$ cat config.mk
export PLATFORM = sky130hd
export DESIGN_NAME = ffck_cfg
export DESIGN_NICKNAME = d
export VERILOG_FILES = /design/src/design/ffck_pkg.sv /design/src/design/ffck_cfg.sv
export SDC_FILE = /design/constraint.sdc
export NUM_CORES = 2
export LEC_CHECK = 0
export BUFFER_PORTS_ARGS = -buffer_cell sky130_fd_sc_hd__buf_2
export CAP_MARGIN = 20
export CORE_ASPECT_RATIO = 0.5
export CORE_UTILIZATION = 65
export DETAILED_ROUTE_END_ITERATION = 8
export PLACE_DENSITY = 0.84
export SKIP_CTS_REPAIR_TIMING = 1
export SLEW_MARGIN = 15
export SYNTH_ARGS = -nofsm -noshare
export SYNTH_HDL_FRONTEND = slang
export SYNTH_SLANG_ARGS = --single-unit
export TNS_END_PERCENT = 10
$ cat constraint.sdc
create_clock -name clk -period 18.45 [get_ports clk]
set_input_delay 0 -clock clk [delete_from_list [all_inputs] [get_ports clk]]
set_output_delay 0 -clock clk [all_outputs]
set_load 0.05 [all_outputs]
$ cat src/design/ffck_pkg.sv
// Shared types and constants for the far-field cylindrical kernel.
// No dependencies.
package ffck_pkg;

	localparam logic [30:0] HALF_PI_Q30     = 31'd1686629713;
	localparam logic [32:0] CORDIC_GAIN_Q30 = 33'h026DD3B6A;
	localparam int          CORDIC_STEPS    = 30;

	typedef enum logic [2:0] {
		REG_OBSERVER_X      = 3'd0,
		REG_OBSERVER_Z      = 3'd1,
		REG_FREQUENCY       = 3'd2,
		REG_SOURCE_X_OFFSET = 3'd3,
		REG_REFERENCE_Z     = 3'd4,
		REG_CELL_WIDTH_X    = 3'd5,
		REG_CELL_WIDTH_Z    = 3'd6
	} reg_idx_t;

	typedef struct packed {
		logic               busy;
		logic signed [33:0] base_x;
		logic signed [45:0] dz;
		logic        [30:0] hx;
		logic        [31:0] freq;
		logic signed [33:0] row;
		logic        [31:0] snapped;
	} cfg_t;

	function automatic logic [32:0] atan_q30(input int i);
		logic [32:0] v;
		case (i)
			0:  v = 33'h03243F6A8;
			1:  v = 33'h01DAC6705;
			2:  v = 33'h00FADBAFC;
			3:  v = 33'h007F56EA6;
			4:  v = 33'h003FEAB76;
			5:  v = 33'h001FFD55B;
			6:  v = 33'h000FFFAAA;
			7:  v = 33'h0007FFF55;
			8:  v = 33'h0003FFFEA;
			9:  v = 33'h0001FFFFD;
			10: v = 33'h0000FFFFF;
			11: v = 33'h00007FFFF;
			12: v = 33'h00003FFFF;
			13: v = 33'h00001FFFF;
			14: v = 33'h00000FFFF;
			15: v = 33'h000007FFF;
			16: v = 33'h000003FFF;
			17: v = 33'h000001FFF;
			18: v = 33'h000000FFF;
			19: v = 33'h0000007FF;
			20: v = 33'h0000003FF;
			21: v = 33'h0000001FF;
			22: v = 33'h0000000FF;
			23: v = 33'h00000007F;
			24: v = 33'h00000003F;
			25: v = 33'h00000001F;
			26: v = 33'h00000000F;
			27: v = 33'h000000008;
			28: v = 33'h000000004;
			default: v = 33'h000000002;
		endcase
		return v;
	endfunction

endpackage

$ cat src/design/ffck_cfg.sv
// Configuration registers and derived per-setting terms (reference row, snapped height).
// Depends on ffck_pkg.
module ffck_cfg import ffck_pkg::*; (
	input  logic        clk,
	input  logic        arst_n,
	input  logic        cfg_valid,
	output logic        cfg_ready,
	input  logic [2:0]  cfg_index,
	input  logic [31:0] cfg_data,
	output cfg_t        cfg
);

	typedef enum logic [3:0] {
		ST_IDLE = 4'b0001,
		ST_DIV  = 4'b0010,
		ST_FIX  = 4'b0100,
		ST_MUL  = 4'b1000
	} state_t;

	state_t state_q;
	logic [31:0] obs_x_q, obs_z_q, freq_q, off_q, ref_z_q;
	logic [30:0] cwx_q, cwz_q;
	logic [31:0] dq_q;
	logic [30:0] rem_q;
	logic [4:0]  cnt_q;
	logic signed [33:0] row_q, base_x_q;
	logic signed [45:0] dz_q;
	logic [31:0] snapped_q;

	logic        wr;
	logic [30:0] hx, hz;
	logic [31:0] ref_mag;
	logic [31:0] trial;
	logic        ge;
	logic        neg, rem_nz;
	logic signed [33:0] row_n, snap_w;
	logic [30:0] mod_n;
	logic [43:0] row_term;

	assign cfg_ready = 1'b1;
	assign wr        = cfg_valid & cfg_ready;
	assign hx        = (cwx_q == 31'd0) ? 31'd1 : cwx_q;
	assign hz        = (cwz_q == 31'd0) ? 31'd1 : cwz_q;
	assign neg       = ref_z_q[31];
	assign ref_mag   = neg ? (32'd0 - ref_z_q) : ref_z_q;
	assign trial     = {rem_q, (cnt_q == 5'd0) ? ref_mag[31] : dq_q[31]};
	assign ge        = trial >= {1'b0, hz};
	assign rem_nz    = rem_q != 31'd0;

	always_comb begin
		if (neg) begin
			row_n = rem_nz ? (-$signed({2'b00, dq_q}) - 34'sd1) : -$signed({2'b00, dq_q});
			mod_n = rem_nz ? (hz - rem_q) : 31'd0;
		end else begin
			row_n = $signed({2'b00, dq_q});
			mod_n = rem_q;
		end
		snap_w = $signed({{2{ref_z_q[31]}}, ref_z_q}) - $signed({3'b000, mod_n})
			+ $signed({4'b0000, hz[30:1]});
	end

	assign row_term = {row_q[11:0], 1'b1} * hz;

	always_ff @(posedge clk or negedge arst_n) begin
		if (!arst_n) begin
			obs_x_q <= '0;
			obs_z_q <= '0;
			freq_q  <= '0;
			off_q   <= '0;
			ref_z_q <= '0;
			cwx_q   <= 31'd1048576;
			cwz_q   <= 31'd1048576;
		end else if (wr) begin
			case (cfg_index)
				REG_OBSERVER_X:      obs_x_q <= cfg_data;
				REG_OBSERVER_Z:      obs_z_q <= cfg_data;
				REG_FREQUENCY:       freq_q  <= cfg_data;
				REG_SOURCE_X_OFFSET: off_q   <= cfg_data;
				REG_REFERENCE_Z:     ref_z_q <= cfg_data;
				REG_CELL_WIDTH_X:    cwx_q   <= cfg_data[30:0];
				REG_CELL_WIDTH_Z:    cwz_q   <= cfg_data[30:0];
				default: ;
			endcase
		end
	end

	always_ff @(posedge clk or negedge arst_n) begin
		if (!arst_n) begin
			state_q   <= ST_IDLE;
			cnt_q     <= '0;
			dq_q      <= '0;
			rem_q     <= '0;
			row_q     <= '0;
			base_x_q  <= '0;
			dz_q      <= -46'sd1048576;
			snapped_q <= 32'd524288;
		end else if (wr) begin
			state_q <= ST_DIV;
			cnt_q   <= '0;
			rem_q   <= '0;
		end else begin
			case (state_q)
				ST_IDLE: ;
				ST_DIV: begin
					rem_q <= ge ? 31'(trial - {1'b0, hz}) : trial[30:0];
					dq_q  <= {(cnt_q == 5'd0) ? ref_mag[30:0] : dq_q[30:0], ge};
					cnt_q <= cnt_q + 5'd1;
					if (cnt_q == 5'd31) state_q <= ST_FIX;
				end
				ST_FIX: begin
					row_q    <= row_n;
					base_x_q <= $signed({obs_x_q[31], obs_x_q, 1'b0})
						- $signed({off_q[31], off_q, 1'b0});
					if (snap_w > 34'sd2147483647)        snapped_q <= 32'h7FFFFFFF;
					else if (snap_w < -34'sd2147483648)  snapped_q <= 32'h80000000;
					else                                 snapped_q <= snap_w[31:0];
					state_q  <= ST_MUL;
				end
				ST_MUL: begin
					dz_q    <= $signed({{13{obs_z_q[31]}}, obs_z_q, 1'b0}) - $signed({2'b00, row_term});
					state_q <= ST_IDLE;
				end
				default: state_q <= ST_IDLE;
			endcase
		end
	end

	assign cfg.busy    = state_q != ST_IDLE;
	assign cfg.base_x  = base_x_q;
	assign cfg.dz      = dz_q;
	assign cfg.hx      = hx;
	assign cfg.freq    = freq_q;
	assign cfg.row     = row_q;
	assign cfg.snapped = snapped_q;

endmodule

[Yosys cells after proc, flatten, opt, wreduce, memory -nomap -nowiden]
Index checks and enable logic that the tools add are counted.
Word-level totals
  register bits: 440
  input bits: 38
  output and inout port bits: 211
  word-level logic and storage cells: 80
Operators by class
  $add $sub $neg: 10
  multipliers: 1
  order comparisons: 3
  equal/unequal tests: 14
  mux-type cells: 19
  bitwise gates (word level): 1
  reductions and logical operators: 17
Operators by type and width (count)
  $mux 31: 8
  $mux 32: 3
  $mux 34: 2
  $logic_not 31->1: 2
  $sub 31x31->31: 2
  $sub 33x45->46: 1
  $mul 13x31->44: 1
  $add 33x31->34: 1
  $gt 34x32->1 const B: 1
  $lt 34x32->1 const B: 1
  $neg 32->34: 1
  $sub 33x33->34: 1
  $sub 34x2->34 const B: 1
  $sub 32x32->33: 1
  $ge 32x31->1: 1
  $sub 1x32->32 const A: 1
  $reduce_bool 31->1: 1
  $reduce_and 2->1: 11
  $pmux 4 s3: 1
  $mux 5: 2
  $eq 3x3->1 const B: 3
  $mux 4: 2
  $eq 3x2->1 const B: 2
  $add 5x1->5 const B: 1
  other kinds (14): 14

[Depth between registers and ports, before layout]
  depth after elaboration: 10
  depth in mapped cells: 37
  mapped depth without buffers: 36

[Worst setup path after synthesis]
OpenSTA, ideal clock, no wires.
  path type: register to register
  start point: reg cwz_q[22]
  end point: reg dz_q[44]
  arrival time: 8401 ps
  data required time: 18371 ps
  path slack: 9970 ps
  cell stages (with the launch flop): 36
  cell sequence: dfrtp_1 nor4_1 nand4_1 o21bai_1 clkbuf_1 nand2_1 fa_1 fa_1 inv_1 fa_1 fa_1 inv_1 fa_1 inv_1 ha_1 a21oi_1 o21a_1 o22ai_1 or3_1 clkbuf_1 o211a_1 or3_1 a21oi_1 xor2_1 ha_1 nand3_1 nor2_1 and4_1 a21o_1 or4_1 a31oi_1 o21ai_0 a31oi_1 o21bai_1 xnor2_1 o21ai_0
Between the ends
  word-level cells in the longest chain between the ends: 4
RTL lines
  from (decl): line ffck_cfg.sv:22  | logic [30:0] cwx_q, cwz_q;
  from (signal assigned): line ffck_cfg.sv:81  | REG_CELL_WIDTH_Z: cwz_q <= cfg_data[30:0];
  $logic_not 31->1: line ffck_cfg.sv:43  | assign hz = (cwz_q == 31'd0) ? 31'd1 : cwz_q;
  $mux 31: line ffck_cfg.sv:43
  named net hz[0]: line ffck_cfg.sv:31  | logic [30:0] hx, hz;
  $mul 13x31->44: line ffck_cfg.sv:62  | assign row_term = {row_q[11:0], 1'b1} * hz;
  $sub 33x45->46: line ffck_cfg.sv:120  | dz_q <= $signed({{13{obs_z_q[31]}}, obs_z_q, 1'b0}) - $signed({2'b00, row_term});
  to (signal assigned): line ffck_cfg.sv:95  | dz_q <= -46'sd1048576;
  to (signal assigned): line ffck_cfg.sv:120
  to (decl): line ffck_cfg.sv:27  | logic signed [45:0] dz_q;
The timed path passes the listed nets, and every way through them passes these cells.
A chain may end at the register's enable or synchronous reset.

[Worst setup path after layout]
  start point: reg cwz_q[26]
  end point: reg dz_q[44]
Between the ends
  word-level cells in the longest chain between the ends: 4
RTL lines (line)
  $logic_not 31->1: ffck_cfg.sv:43
  $mux 31 (*): ffck_cfg.sv:43
  $mul 13x31->44 (*): ffck_cfg.sv:62
  $sub 33x45->46 (*): ffck_cfg.sv:120
Every way passes the cells marked *; elsewhere a longest branch is shown, timed or not.

==> run_results.csv <==
group,metric,value,unit
die,fp-row-count,64,
global_routing,antenna_found_initial,7,
clock_tree,cts_sinks,439,
power,p_per_area,137,mW/mm²
logic_synthesis,ys_warn_count,0,
die,die_w,358,µm
logic_synthesis,avgSynthCellArea,8.95,µm²
timing,slew_viol_final,0,
global_routing,overflow,0,
final_layout,nNetsFinal,5357,
critical_path,cp.arrival,10.50,ns
timing,setup_viol,0,
timing,clock_skew,0.0617,ns
critical_path,rr_worst_depth,34,
timing,tightest_slew,1.27,ns
die,initial_core_util,66.6,%
power,total_power,6.10,mW
logic_synthesis,synth.area.top_cells,"dfrtp_1 25%, fa_1 17%, ha_1 8.0%",
critical_path,cp-startpoint,"cwz_q[26]",
drt,drc,0,
logic_synthesis,seq_area_frac_synth,26.8,%
critical_path,cp-end-kind,"flop",
global_routing,grtUsageTotal,41.0,%
drt,vias_per_cell,6.36,
final_layout,syn_to_final_growth,8.17,%
clock_tree,clk_path_buf_depth,3,
final_layout,drive_gt1_share,13.3,%
logic_synthesis,syn_inst,4606,
logic_synthesis,ys.flop_type,"dfrtp_1",
place,dp_hpwl,100000,µm
critical_path,slowest_delay,0.65,ns
critical_path,path_class,"reg -> reg",
clock_tree,clockRootBuffer,"clkbuf_16",
logic_synthesis,ys_ff_latch,439,
logic_synthesis,synth_area,0.0412,mm²
critical_path,startpoint_type,"flop",
logic_synthesis,synth_edf_count,0,
drt,ant_nets,0,
logic_synthesis,synth_cell_types,89,
power,leakage,21.6,nW
place,port_buffers,246,
die,die_area,0.0645,mm²
drt,routed-via-count,35331,
final_layout,postLayoutCoreUtil,72.0,%
logic_synthesis,yosysTopAreaCell,"dfrtp_1",
timing,min_period,10.00,ns
die,fp.coreArea,0.0619,mm²
timing,tns,0,ns
drt,dr.first_iter.drc_count,4527,
critical_path,cpMaxStageDelayCell,"dfrtp_1",
final_layout,fillers,4578,
place,place_congestion,1.05,
drt,drt_pass1_iterations,7,
timing,hold_ws,0.00549,ns
worst_hold_path,hold_path.class,"in -> reg",
drt,drt-total-wl,131000,µm
logic_synthesis,synth_top_area_share,24.8,%
drt,wl_per_cell,23.6,µm
clock_tree,clk_pin_slew_worst_paths,0.07,ns
critical_path,crit_end,"dz_q[44]",
timing,period_share,54.2,%
critical_path,crit_required,18.95,ns
critical_path,rrSetupSlack,8.45,ns
logic_synthesis,synthArstFlopShare,100,%
run,cap_violations,0,
die,die_height,180,µm
logic_synthesis,synthesis.nets,5262,
clock_tree,clock_latency,0.62,ns
clock_tree,h-tree-depth,2,
timing,hold_viol_final,0,
clock_tree,cts_tree,"yes",
global_routing,grt_max_degree,125,
critical_path,r2r_start,"cwz_q[26]",
global_routing,grt_pass1_wl,203000,µm
timing,relSlewSlack,15.2,%
timing,max_freq,100,MHz
timing,rsz0062_at_grt,"no",
critical_path,rr_endpoint,"dz_q[44]",
status,status,"finished clean",
place,dp_slack,8.78,ns
power,irDropWorstVdd,0.105,mV
global_routing,grt_pass1_vias,34686,
timing,finalWorstSetupSlack,8.45,ns
critical_path,critPathMaxFanout,17,
die,boundaryPins,249,
clock_tree,cts_buffers,41,
## worst min-delay path by stage
| stage | slack [ns] | from | cells past startpoint | to |
|---|---|---|---|---|
| floorplan | -0.30 | arst_n | 0 | base_x_q[10] |
| global placement | 0.15 | arst_n | 1 | obs_x_q[1] |
| detailed placement | 0.16 | arst_n | 1 | base_x_q[3] |
| CTS | -0.45 | arst_n | 1 | off_q[4] |
| global route | 0.05 | cfg_valid | 3 | cnt_q[3] |
| finish | 0.005 | cfg_valid | 3 | cnt_q[3] |
## cell usage after synthesis (all sizes together), types with 12 or more instances
library cell,instances
and3,25
and2,149
xor2,113
xnor2,133
a211oi,48
o22ai,45
a21oi,215
o31ai,25
ha,265
o21ai,319
a31oi,30
o211ai,20
dfstp,30
fa,353
nor2,182
nand4,30
clkbuf,250
inv,578
a21o,105
dfrtp,409
o41ai,12
nor2b,26
or3,32
nand2,590
mux2,194
buf,21
nand2b,39
o21a,34
nor4,39
nand3,50
o21bai,23
nor3,51
## metrics by stage
stage / instances / area, µm²
after CTS: 5523 / 44200
after global routing: 5558 / 44600
after floorplan: 4606 / 41200
final: 5559 / 44600
after detailed placement: 5448 / 42800
after global placement: 5448 / 42800
## where the power goes
part	total, mW	switching, mW	internal, mW
Sequential	1.42	0.286	1.13
Clock	0.901	0.406	0.496
Combinational	3.78	2.32	1.46
## registers in the layout, indices dropped and copies added, names as in the netlist
name       cells
state_q        4
freq_q        32
cwx_q         31
snapped_q     32
base_x_q      33
dz_q          46
obs_z_q       32
ref_z_q       32
rem_q         31
row_q         34
cwz_q         31
cnt_q          5
obs_x_q       32
off_q         32
dq_q          32
## area by class of cell
type,count,area (µm²),share of cell area [%]
Timing Repair Buffer,323,1910,4.28
Inverter,578,2170,4.87
Tap cell,825,1030,2.32
Antenna cell,1,2.50,0.00561
Clock buffer,64,1240,2.79
Multi-Input combinational cell,3318,27000,60.7
Sequential cell,439,11000,24.7
Clock inverter,11,139,0.312
## worst max-delay path: cells and delay by family, from the launching register on
kind | cells | cell delay (ns)
AND/OR/NAND/NOR | 5 | 1.76
AO/OA/AOI/OAI | 16 | 3.40
flip-flops | 1 | 0.65
XOR/XNOR | 2 | 0.48
buffers and inverters | 4 | 0.44
adder cells (fa/ha/maj) | 7 | 3.17
## per-layer routing
metal  GRT usage, %  share of wire, %
met4           11.0               3.0
met2           56.8                41
met3           18.6                16
met5              0             0.064
met1           58.0                40
## cells by family (layout without fill, tap and decap cells)
logic type / Yosys count / after routing / share of synthesized area [%]
AND/OR/NAND/NOR: 1268 / 1268 / 14.6
multiplexers: 204 / 204 / 5.54
AO/OA/AOI/OAI: 980 / 980 / 14.9
XOR/XNOR: 246 / 246 / 5.23
flip-flops: 439 / 439 / 26.8
buffers and inverters: 849 / 976 / 7.79
adder cells (fa/ha/maj): 618 / 618 / 25.2
other: 2 / 3 / 0.0182
## cell usage in the layout (no fill, tap or decap), types with 23 or more instances in the layout
cell / instances
dlygate4sd3_1: 33
a211oi_1: 47
mux2_2: 194
o21ai_0: 310
nor2b_1: 26
clkbuf_16: 43
nor2_1: 182
o22ai_1: 45
nand4_1: 30
fa_1: 353
a21o_1: 104
a31oi_1: 30
o21bai_1: 23
xnor2_1: 133
nand2_1: 590
buf_4: 43
dfrtp_1: 406
o31ai_1: 23
nand3_1: 46
nor3_1: 44
a21oi_1: 214
xor2_1: 113
and2_1: 149
and3_1: 25
or3_1: 30
dfstp_2: 30
inv_1: 577
o21a_1: 34
ha_1: 265
buf_2: 245
nand2b_1: 38
nor4_1: 37
(Power assumes the default switching activity.)
